<file path="src/design/topk_pkg.sv">
`timescale 1ns / 1ps
// ----------------------------------------------------------------------------
// topk_pkg
// Shared types and constants of the top-k smallest-distance selector.
// ----------------------------------------------------------------------------
package topk_pkg;

    localparam int KEEP_W = 5;
    localparam logic [KEEP_W-1:0] KEEP_RESET = 5'd16;

    localparam logic CMD_INSERT = 1'b0;
    localparam logic CMD_DRAIN  = 1'b1;

    typedef struct packed {
        logic               command;
        logic signed [31:0] distance;
        logic        [31:0] row_id;
    } topk_req_t;

    typedef struct packed {
        logic        [31:0] out_row_id;
        logic signed [31:0] out_distance;
        logic               is_last;
        logic               none_held;
    } topk_res_t;

    // One heap slot.
    typedef struct packed {
        logic signed [31:0] key;
        logic        [31:0] row;
    } topk_entry_t;

endpackage

</file>
<file path="src/design/topk_heap_mem.sv">
`timescale 1ns / 1ps
// ----------------------------------------------------------------------------
// topk_heap_mem
// Heap slot storage: one write port, one read port with registered data.
// ----------------------------------------------------------------------------
module topk_heap_mem
    import topk_pkg::*;
#(
    parameter int DEPTH = 16,
    parameter int AW    = 4
)
(
    input  logic          clk,
    input  logic          wr_en,
    input  logic [AW-1:0] wr_addr,
    input  topk_entry_t   wr_data,
    input  logic [AW-1:0] rd_addr,
    output topk_entry_t   rd_data
);

    topk_entry_t slots [DEPTH];
    topk_entry_t rd_data_reg;

    always_ff @(posedge clk)
    begin
        if (wr_en)
        begin
            slots[wr_addr] <= wr_data;
        end
    end

    always_ff @(posedge clk)
    begin
        rd_data_reg <= slots[rd_addr];
    end

    assign rd_data = rd_data_reg;

endmodule

</file>
<file path="src/design/topk_cmp.sv">
`timescale 1ns / 1ps
// ----------------------------------------------------------------------------
// topk_cmp
// Shared signed Q16.16 key comparator: flags lhs strictly greater than rhs.
// ----------------------------------------------------------------------------
module topk_cmp
    import topk_pkg::*;
(
    input  logic signed [31:0] lhs,
    input  logic signed [31:0] rhs,
    output logic               gt
);

    assign gt = (lhs > rhs);

endmodule

</file>
<file path="src/design/topk_smallest_selector.sv">
`timescale 1ns / 1ps
// ----------------------------------------------------------------------------
// topk_smallest_selector
// Keeps the keep_count smallest-distance candidates in a binary max-heap and
// drains them in ascending distance order.
// ----------------------------------------------------------------------------
// An insert request (command 0) appends and sifts up, reading and comparing
// one parent per level while the heap is filling, or checks the root and
// sifts down, reading up to two children per level visited, when it
// replaces the root of a full heap. A drain request (command 1) holding n
// entries runs n selection passes over the heap slots, one slot read per
// cycle through the single read port of the slot memory, with output stalls
// between passes; an empty drain gives one result flagged none_held.
// Drain results come out in ascending distance, ties in heap slot order,
// with is_last on the final one. Both sift and selection share one signed
// comparator, and the sequencer takes no new request until the current one
// is done; the result register lets the next request enter while the final
// result still waits. keep_count is 0..31 and saturates to 1..MAX_KEEP;
// write it only while the block is idle.
// ----------------------------------------------------------------------------
module topk_smallest_selector
    import topk_pkg::*;
#(
    parameter int MAX_KEEP = 16
)
(
    input  logic              clk,
    input  logic              rst_n,
    input  logic              cfg_wr_en,
    input  logic [KEEP_W-1:0] cfg_wr_data,
    input  logic              in_valid,
    output logic              in_ready,
    input  topk_req_t         in_req,
    output logic              out_valid,
    input  logic              out_ready,
    output topk_res_t         out_res
);

    localparam int AW  = (MAX_KEEP > 1) ? $clog2(MAX_KEEP) : 1;
    localparam int CW  = $clog2(MAX_KEEP + 1);
    localparam int CHW = CW + 1;
    localparam int EW  = ((CW > KEEP_W) ? CW : KEEP_W) + 1;

    typedef enum logic [9:0] {
        ST_IDLE     = 10'b00_0000_0001,
        ST_ROOT_CMP = 10'b00_0000_0010,
        ST_UP       = 10'b00_0000_0100,
        ST_UP_CMP   = 10'b00_0000_1000,
        ST_DN_L     = 10'b00_0001_0000,
        ST_DN_LC    = 10'b00_0010_0000,
        ST_DN_RC    = 10'b00_0100_0000,
        ST_SCAN     = 10'b00_1000_0000,
        ST_EMIT     = 10'b01_0000_0000,
        ST_EMPTY    = 10'b10_0000_0000
    } topk_state_t;

    topk_state_t       state_reg, state_next;
    logic [KEEP_W-1:0] keep_reg;
    logic [CW-1:0]     fill_reg, fill_next;
    logic [AW-1:0]     j_reg, j_next;
    topk_entry_t       carry_reg, carry_next;
    topk_entry_t       best_reg, best_next;
    logic [AW-1:0]     best_idx_reg, best_idx_next;
    logic              have_best_reg, have_best_next;
    logic [CW-1:0]     scan_idx_reg, scan_idx_next;
    logic              pend_vld_reg, pend_vld_next;
    logic [AW-1:0]     pend_idx_reg, pend_idx_next;
    logic [CW-1:0]     drain_n_reg, drain_n_next;
    logic [CW-1:0]     rem_reg, rem_next;
    logic [MAX_KEEP-1:0] mask_reg, mask_next;
    logic              out_valid_reg, out_valid_next;
    topk_res_t         out_res_reg, out_res_next;

    logic              mem_we;
    logic [AW-1:0]     mem_waddr;
    topk_entry_t       mem_wdata;
    logic [AW-1:0]     mem_raddr;
    topk_entry_t       rd_entry;

    logic signed [31:0] cmp_lhs;
    logic signed [31:0] cmp_rhs;
    logic               cmp_gt;

    logic [AW-1:0]  j_parent;
    logic [CHW-1:0] left_w;
    logic [CHW-1:0] right_w;
    logic [CHW-1:0] fill_w;
    logic           has_room;
    logic           out_free;
    logic           scan_take;

    topk_heap_mem #(
        .DEPTH (MAX_KEEP),
        .AW    (AW)
    ) u_mem (
        .clk     (clk),
        .wr_en   (mem_we),
        .wr_addr (mem_waddr),
        .wr_data (mem_wdata),
        .rd_addr (mem_raddr),
        .rd_data (rd_entry)
    );

    topk_cmp u_cmp (
        .lhs (cmp_lhs),
        .rhs (cmp_rhs),
        .gt  (cmp_gt)
    );

    // Heap geometry around the current hole.
    assign j_parent = (j_reg - AW'(1)) >> 1;
    assign left_w   = (CHW'(j_reg) << 1) + CHW'(1);
    assign right_w  = (CHW'(j_reg) << 1) + CHW'(2);
    assign fill_w   = CHW'(fill_reg);

    // Room to append: below saturated keep_count and below capacity.
    assign has_room = (fill_reg < CW'(MAX_KEEP)) &&
                      ((EW'(fill_reg) < EW'(keep_reg)) ||
                       ((keep_reg == '0) && (fill_reg == '0)));

    assign out_free  = !out_valid_reg || out_ready;
    assign in_ready  = (state_reg == ST_IDLE);
    assign out_valid = out_valid_reg;
    assign out_res   = out_res_reg;

    // Selection pass keeps the first strictly smaller unemitted slot.
    assign scan_take = pend_vld_reg && !mask_reg[pend_idx_reg] &&
                       (!have_best_reg || cmp_gt);

    // Comparator operand steering.
    always_comb
    begin
        cmp_lhs = rd_entry.key;
        cmp_rhs = carry_reg.key;
        case (state_reg)
            ST_UP_CMP:
            begin
                cmp_lhs = carry_reg.key;
                cmp_rhs = rd_entry.key;
            end
            ST_DN_RC:
            begin
                cmp_lhs = rd_entry.key;
                cmp_rhs = best_reg.key;
            end
            ST_SCAN:
            begin
                cmp_lhs = best_reg.key;
                cmp_rhs = rd_entry.key;
            end
            default:
            begin
                cmp_lhs = rd_entry.key;
                cmp_rhs = carry_reg.key;
            end
        endcase
    end

    // Sequencer.
    always_comb
    begin
        state_next     = state_reg;
        fill_next      = fill_reg;
        j_next         = j_reg;
        carry_next     = carry_reg;
        best_next      = best_reg;
        best_idx_next  = best_idx_reg;
        have_best_next = have_best_reg;
        scan_idx_next  = scan_idx_reg;
        pend_vld_next  = pend_vld_reg;
        pend_idx_next  = pend_idx_reg;
        drain_n_next   = drain_n_reg;
        rem_next       = rem_reg;
        mask_next      = mask_reg;
        out_valid_next = out_valid_reg && !out_ready;
        out_res_next   = out_res_reg;
        mem_we         = 1'b0;
        mem_waddr      = j_reg;
        mem_wdata      = carry_reg;
        mem_raddr      = '0;

        case (state_reg)
            ST_IDLE:
            begin
                // Keep the root on the read port for a replace decision.
                mem_raddr = '0;
                if (in_valid)
                begin
                    carry_next.key = in_req.distance;
                    carry_next.row = in_req.row_id;
                    if (in_req.command == CMD_DRAIN)
                    begin
                        drain_n_next   = fill_reg;
                        rem_next       = fill_reg;
                        fill_next      = '0;
                        mask_next      = '0;
                        scan_idx_next  = '0;
                        pend_vld_next  = 1'b0;
                        have_best_next = 1'b0;
                        state_next     = (fill_reg == '0) ? ST_EMPTY : ST_SCAN;
                    end
                    else if (has_room)
                    begin
                        j_next     = AW'(fill_reg);
                        fill_next  = fill_reg + CW'(1);
                        state_next = ST_UP;
                    end
                    else
                    begin
                        state_next = ST_ROOT_CMP;
                    end
                end
            end

            ST_ROOT_CMP:
            begin
                // Replace the root only when the new key is strictly smaller.
                if (cmp_gt)
                begin
                    j_next     = '0;
                    state_next = ST_DN_L;
                end
                else
                begin
                    state_next = ST_IDLE;
                end
            end

            ST_UP:
            begin
                if (j_reg == '0)
                begin
                    mem_we     = 1'b1;
                    state_next = ST_IDLE;
                end
                else
                begin
                    mem_raddr  = j_parent;
                    state_next = ST_UP_CMP;
                end
            end

            ST_UP_CMP:
            begin
                mem_we = 1'b1;
                if (cmp_gt)
                begin
                    // Pull the parent down into the hole and climb.
                    mem_wdata  = rd_entry;
                    j_next     = j_parent;
                    state_next = ST_UP;
                end
                else
                begin
                    state_next = ST_IDLE;
                end
            end

            ST_DN_L:
            begin
                if (left_w < fill_w)
                begin
                    mem_raddr  = AW'(left_w);
                    state_next = ST_DN_LC;
                end
                else
                begin
                    mem_we     = 1'b1;
                    state_next = ST_IDLE;
                end
            end

            ST_DN_LC:
            begin
                best_next     = cmp_gt ? rd_entry : carry_reg;
                best_idx_next = cmp_gt ? AW'(left_w) : j_reg;
                if (right_w < fill_w)
                begin
                    mem_raddr  = AW'(right_w);
                    state_next = ST_DN_RC;
                end
                else
                begin
                    mem_we = 1'b1;
                    if (cmp_gt)
                    begin
                        mem_wdata  = rd_entry;
                        j_next     = AW'(left_w);
                        state_next = ST_DN_L;
                    end
                    else
                    begin
                        state_next = ST_IDLE;
                    end
                end
            end

            ST_DN_RC:
            begin
                mem_we = 1'b1;
                if (cmp_gt)
                begin
                    mem_wdata  = rd_entry;
                    j_next     = AW'(right_w);
                    state_next = ST_DN_L;
                end
                else if (best_idx_reg != j_reg)
                begin
                    mem_wdata  = best_reg;
                    j_next     = best_idx_reg;
                    state_next = ST_DN_L;
                end
                else
                begin
                    state_next = ST_IDLE;
                end
            end

            ST_SCAN:
            begin
                // Issue one slot read per cycle and compare its registered data in the next cycle.
                if (scan_idx_reg < drain_n_reg)
                begin
                    mem_raddr     = AW'(scan_idx_reg);
                    pend_vld_next = 1'b1;
                    pend_idx_next = AW'(scan_idx_reg);
                    scan_idx_next = scan_idx_reg + CW'(1);
                end
                else
                begin
                    pend_vld_next = 1'b0;
                end
                if (scan_take)
                begin
                    best_next      = rd_entry;
                    best_idx_next  = pend_idx_reg;
                    have_best_next = 1'b1;
                end
                if ((scan_idx_reg == drain_n_reg) && !pend_vld_reg)
                begin
                    state_next = ST_EMIT;
                end
            end

            ST_EMIT:
            begin
                if (out_free)
                begin
                    out_valid_next            = 1'b1;
                    out_res_next.out_row_id   = best_reg.row;
                    out_res_next.out_distance = best_reg.key;
                    out_res_next.is_last      = (rem_reg == CW'(1));
                    out_res_next.none_held    = 1'b0;
                    mask_next[best_idx_reg]   = 1'b1;
                    rem_next                  = rem_reg - CW'(1);
                    scan_idx_next             = '0;
                    have_best_next            = 1'b0;
                    state_next = (rem_reg == CW'(1)) ? ST_IDLE : ST_SCAN;
                end
            end

            ST_EMPTY:
            begin
                if (out_free)
                begin
                    out_valid_next            = 1'b1;
                    out_res_next.out_row_id   = '0;
                    out_res_next.out_distance = '0;
                    out_res_next.is_last      = 1'b1;
                    out_res_next.none_held    = 1'b1;
                    state_next                = ST_IDLE;
                end
            end

            default:
            begin
                state_next = ST_IDLE;
            end
        endcase
    end

    // Control state.
    always_ff @(posedge clk or negedge rst_n)
    begin
        if (!rst_n)
        begin
            state_reg     <= ST_IDLE;
            keep_reg      <= KEEP_RESET;
            fill_reg      <= '0;
            j_reg         <= '0;
            best_idx_reg  <= '0;
            have_best_reg <= 1'b0;
            scan_idx_reg  <= '0;
            pend_vld_reg  <= 1'b0;
            pend_idx_reg  <= '0;
            drain_n_reg   <= '0;
            rem_reg       <= '0;
            mask_reg      <= '0;
            out_valid_reg <= 1'b0;
        end
        else
        begin
            state_reg     <= state_next;
            if (cfg_wr_en)
            begin
                keep_reg <= cfg_wr_data;
            end
            fill_reg      <= fill_next;
            j_reg         <= j_next;
            best_idx_reg  <= best_idx_next;
            have_best_reg <= have_best_next;
            scan_idx_reg  <= scan_idx_next;
            pend_vld_reg  <= pend_vld_next;
            pend_idx_reg  <= pend_idx_next;
            drain_n_reg   <= drain_n_next;
            rem_reg       <= rem_next;
            mask_reg      <= mask_next;
            out_valid_reg <= out_valid_next;
        end
    end

    // Payload registers.
    always_ff @(posedge clk)
    begin
        carry_reg   <= carry_next;
        best_reg    <= best_next;
        out_res_reg <= out_res_next;
    end

endmodule

</file>
<file path="config.mk">
export PLATFORM = sky130hd
export DESIGN_NAME = topk_smallest_selector
export DESIGN_NICKNAME = d
export VERILOG_FILES = /design/src/design/topk_pkg.sv /design/src/design/topk_heap_mem.sv /design/src/design/topk_cmp.sv /design/src/design/topk_smallest_selector.sv
export SDC_FILE = /design/constraint.sdc
export NUM_CORES = 2
export LEC_CHECK = 0
export ABC_AREA = 1
export BUFFER_PORTS_ARGS = -buffer_cell sky130_fd_sc_hd__buf_2
export CAP_MARGIN = 20
export CORE_MARGIN = 2
export CORE_UTILIZATION = 25
export DETAILED_ROUTE_END_ITERATION = 8
export SETUP_SLACK_MARGIN = 0.15
export SLEW_MARGIN = 15
export SYNTH_ARGS = -nofsm -noshare
export SYNTH_HDL_FRONTEND = slang
export SYNTH_SLANG_ARGS = --single-unit
</file>
<file path="constraint.sdc">
create_clock -name clk -period 13.76 [get_ports clk]
set_input_delay 1.376 -clock clk [delete_from_list [all_inputs] [get_ports clk]]
set_output_delay 1.376 -clock clk [all_outputs]
set_load 0.02 [all_outputs]
</file>
; Word-level counts from Yosys, hierarchy flattened
; Memory sizes are Yosys's and may differ from the RTL's. A register that Yosys moved wholly into a read port is not among the register bits.
; Cells that the tools add are included.
[word_totals]
register_bits = 260
ramBits = 1024
input_bits = 75
output_inout_bits = 68
n_memories = 1
[mem_list]
columns = name, words, width, read_ports, rd_ports_with_merged_regs, wr, line_no
row1 = u_mem.slots, 16, 64, 1, 1, 1, topk_heap_mem.sv:21  ; topk_entry_t slots [DEPTH];
[op_classes]
addsub = 6
order_cmp = 9
eq_ne = 26
muxes = 79
n_bitwise = 1
reduce_logical = 40
[ops]
columns = cell, count
row1 = two-way mux 64 bit, 5
row2 = case mux 64 bit (3 select lines), 1
row3 = two-way mux 66 bit, 2
row4 = case mux 66 bit (2 select lines), 1
row5 = case mux 32 bit (2 select lines), 2
row6 = case mux 64 bit (2 select lines), 1
row7 = case mux 10 bit (10 select lines), 1
row8 = two-way mux 10 bit, 6
row9 = two-way mux 5 bit, 12
row10 = two-way mux 4 bit, 14
row11 = two-way mux 16 bit, 3
row12 = greater-than comparator 32 bit, 1
row13 = case mux 16 bit (2 select lines), 1
row14 = "inequality test 2 bit, second input constant", 10
row15 = case mux 4 bit (5 select lines), 1
row16 = OR 16 bit, 1
row17 = case mux 4 bit (4 select lines), 1
row18 = case mux 5 bit (3 select lines), 1
row19 = two-way mux 1 bit, 14
row20 = less-than comparator 6 x 5 -> 1 bit, 2
row21 = AND reduction 3 bit, 4
row22 = "adder 5 x 1 -> 5 bit, second input constant", 2
row23 = "== test 10 x 1 -> 1 bit, second input constant", 1
row24 = "== test 10 bit, second input constant", 1
row25 = other kinds (45), 73

; Depth between registers and ports, before layout
[logic_depth]
ltp_word = 8
ltp_mapped = 30

; By module
; From an unflattened synthesis, not the netlist that was laid out.
[unflattened]
hier_cells = 6396
hier_area_um2 = 61869.3
[by_module_without_submodules]
columns = mod, n_inst, cells_each, area_per_inst_um2
row1 = topk_heap_mem, 1, 4210, 45258.4
row2 = topk_smallest_selector, 1, 2038, 15712.6
row3 = topk_cmp, 1, 148, 898.4

; Least setup slack after synthesis
; Ideal clock, no wire load.
[synth_path]
path_type = flip-flop to flip-flop
startpoint = register state_reg[7]
endpoint = register best_reg[0] in the netlist's numbering, enable pin
setup_time_ns = 0.507
arrival_time_ns = 6.452
required_ns = 13.253
setup_slack_ns = 6.801
path_stages_with_launch = 22
n_path_buf = 3
cell_sequence = dfrtp_1 > nor2_2 > inv_1 > nor2_4 > and3_1 > clkbuf_1 > clkbuf_1 > o21ai_1 > o211ai_1 > o21ai_1 > ha_1 > a21oi_1 > o21a_1 > nand2_1 > a21oi_1 > nand2_1 > nand2_1 > nand3_2 > buf_2 > a21oi_1 > nor2_1 > a21oi_1
[synth_between]
elab_chain_cells = 8
[synth_lines]
columns = element, line_no
row1 = from (decl), topk_smallest_selector.sv:57  ; topk_state_t state_reg, state_next;
row2 = from (signal assigned), topk_smallest_selector.sv:403  ; state_reg <= state_next;
row3 = == test 10 x 8 -> 1 bit / == test 10 x 4 -> 1 bit (equally long branches), "topk_smallest_selector.sv:135, topk_smallest_selector.sv:182"
row4 = OR reduction 2 bit (no line), -
row5 = case mux 32 bit (2 select lines), topk_smallest_selector.sv:135  ; case (state_reg)
row6 = greater-than comparator 32 bit, topk_cmp.sv:14  ; assign gt = (lhs > rhs);
row7 = logical OR 1 bit, topk_smallest_selector.sv:128  ; (!have_best_reg || cmp_gt);
row8 = logical AND 1 bit, topk_smallest_selector.sv:127  ; assign scan_take = pend_vld_reg && !mask_reg[pend_idx_reg] &&
row9 = inequality test 2 bit (no line), -
row10 = AND reduction 2 bit (no line) (*), -
row11 = to (signal assigned), topk_smallest_selector.sv:426  ; best_reg <= best_next;
row12 = to (decl), topk_smallest_selector.sv:62  ; topk_entry_t best_reg, best_next;
; Every way passes the cells marked *; elsewhere a longest branch is shown, timed or not.
; A chain may end at the register's enable or synchronous reset.

; Worst setup path after layout
[layout_path]
startpoint = register state_reg[9]
endpoint = register best_reg[10] in the netlist's numbering, enable pin
; Same word-level chain as after synthesis.

==> metrics <==
multi-input logic area 18200 um2; Hold Path Sink drain_n_reg[0]$_DFFE_PN0P_; Worst Hold Depth 2; Seq/Total Area, Yosys 64.6%; CP top delay family simple AND/OR/NAND/NOR gates; largest area contributor in the netlist edfxtp_1; largest stage delay on the critical path 1000 ps; Area growth syn-to-layout 13.6%; Clk pin slew, worst setup/hold paths 70 ps; Tot Pwr 12.8 mW; slew margin rel. 13.1%; maximum buffer depth of the clock tree 3; post-DP HPWL 104000 um; Avg Vias per Cell 4.74; post-CTS resize count 0; commonest non-fill, non-tap cell in the layout nand2_1; worst r2r src state_reg[9]$_DFFE_PN0P_; CTS Sinks 1348; Crit path top cell by count a21oi_1; simple-gate share of the synthesized area 22.2%; crit start category flop; WL final 191000 um; vias in the first global route 42.9k; Arr. time, crit path 8110 ps; Synth Cell Area 61200 um2; CTS tree yes; Synth Net Count 6438; Residual DRC 0; max_cap viols 0; via count 45.7k; Final Hold Fails 0; Worst EP required 14150 ps; LEAKAGE 27.3 nW; TNS Setup 0 ps; leading post-synthesis cells by cell area edfxtp_1 60%, nand2_1 15%, inv_1 3.3%; port buffer count 142; mux cell area share after synthesis 0%; post-CTS setup buffer count 0; Yosys warnings 0; post-synth top area share 59.8%; R2R setup slack 6040 ps; Hold WS 502 ps; power per cell area 184 nW/um2; Netlist cell types 47; Synth Area in Adders 1.19%; drt initial violations 5219; Yosys reg bits 1348; Clock Tree Root clkbuf_16; outcome complete, no violations; Critical path origin state_reg[9]$_DFFE_PN0P_; xor/xnor share of the synthesized area 0.157%; cts bufs inserted 137; layout filler cell count 25.3k; Worst-Margin Slew 1300 ps; critical path peak fanout 71; global placer's final weighted congestion 0.937; Worst Skew 46.0 ps; initial antenna violation count 10; Synth Instances 6305; pin count of the biggest net entering global routing 140; later-pin clock latency in the skew report 800 ps; CP Capture Type flop; critical path class flop to flop; Crit Reg-Reg Endpoint best_reg[10]$_DFFE_PP_; initial cell density of the core 25.2%; Detailed Routing Iterations Pass 1 8; std cell rows 181; FF-to-FF path depth 20; register area 39500 um2; highest-delay cell along the critical path nand3_1; hold path startpoint drain_n_reg[0]$_DFFE_PN0P_; CP Cell Sequence nor2_4 -> inv_2 -> nor3_1 -> nand3_1 -> nand3_1 -> o211ai_1 -> o21ai_1 -> ha_1 -> a21oi_1 -> o21a_1 -> nand2_1 -> a21oi_1 -> nand2_1 -> nand2_2 -> buf_4 -> nand3_4 -> a21oi_1 -> nor2_1 -> a21oi_4 -> buf_4; Final Setup Violations 0; fin crit period 7720 ps; H-Tree Depth 4; period utilization 56.1%; worst hold path class flop to flop; global-route usage over all layers 14.9%; Synth Area per Inst 9.71 um2; Synth Area in Compound Gates 5.81%; final slew viol count 0; layout cells sized above 1 7.69%; RSZ-0062 raised after global routing false; die height 499 um; core area 243000 um2; die area 249000 um2; largest family of logic cells by synthesized area simple AND/OR/NAND/NOR gates; Post-CTS Hold Buffers 0; Bufs and invs on worst path 3; fmax 129 MHz; Post-DRT Antenna Nets 0; max reg flops 1024; routed len/inst 19.8 um; die width 499 um; most frequent cells in the layout 2498 x nand2_1, 1218 x edfxtp_1, 532 x inv_1; total grt overflow 0; fin nets 6462; io pins 143; worst vdd ir 0.220 mV; first-pass GRT wire length 281000 um
-- report_power, final --
| group | switching [mW] | total [mW] | leakage (nW) | internal (mW) |
|---|---|---|---|---|
| registers | 0.276 | 5.42 | 12.4 | 5.15 |
| clock network | 1.59 | 3.63 | 2.08 | 2.04 |
| logic | 2.81 | 3.77 | 12.8 | 0.956 |
-- worst max-delay path by stage --
stage / to / cells after the start
2_1_floorplan: best_reg[0]$_DFFE_PP_ / 21
3_3_place_gp: u_mem.slots[4][58]$_DFFE_PP_ / 25
3_5_place_dp: best_reg[11]$_DFFE_PP_ / 20
4_1_cts: best_reg[19]$_DFFE_PP_ / 20
5_1_grt: u_mem.slots[15][58]$_DFFE_PP_ / 23
6_report: best_reg[10]$_DFFE_PP_ / 20
-- routing by layer --
layer	GRT usage, %	wire length (um)
met5	0	27
met4	6.52	8040
met3	2.53	16700
met2	24.6	89500
met1	19.3	76900
-- tightest hold or removal path: stages (launching register included) --
cell	delay (ps)
dfrtp_1	350
nand2_1	50
o21ai_0	60
-- logic make-up (layout without fill, tap and decap cells) --
group                      after synthesis  in the layout
and+or+nand+nor                       3357           3357
DFF                                   1348           1348
buffers and inverters                  888           1016
AOI/OAI and AO/OA                      643            643
xor gates and xnor gates                11             11
adders and majority gates               58             58
other                                    0              1
-- cells in the mapped netlist, drive strengths merged --
cell type  instances
nand3b            35
o221ai            32
xor2               8
ha                58
and3               1
a22o               1
clkbuf           122
o21ai            431
nand4             83
o21bai             1
xnor2              3
a21o               1
o22ai             39
or3                1
nor3b              2
dfrtp             64
a31oi              2
nor2             337
a21oi             75
dfxtp             64
o211ai            58
o311ai             1
dfstp              2
nand2           2505
nand3            366
buf              221
inv              544
clkinv             1
nor3              25
o21a               2
edfxtp          1218
nor4               2
-- final cells by class --
| type | instances | share of cell area (%) |
|---|---|---|
| antenna | 1 | 0.00360 |
| tap | 3202 | 5.76 |
| multi-input combinational | 4069 | 26.2 |
| sequential | 1348 | 56.8 |
| clock inverter | 58 | 0.749 |
| inverter | 545 | 2.96 |
| clock buffer | 185 | 5.45 |
| timing repair buffer | 228 | 2.03 |
-- metrics by stage --
| stage | area, um2 | instances | setup WS [ps] | utilization, % |
|---|---|---|---|---|
| final | 69500 | 9636 | 6040 | 28.6 |
| after global routing | 69500 | 9636 | 5460 | 28.6 |
| after CTS | 69500 | 9634 | 6210 | 28.6 |
| after detailed placement | 65200 | 9391 | 6260 | 26.8 |
| after global placement | 65200 | 9390 | 6500 | 26.8 |
| after floorplan | 61200 | 6305 | 6800 | - |
Power figures use the tool's default switching activity.
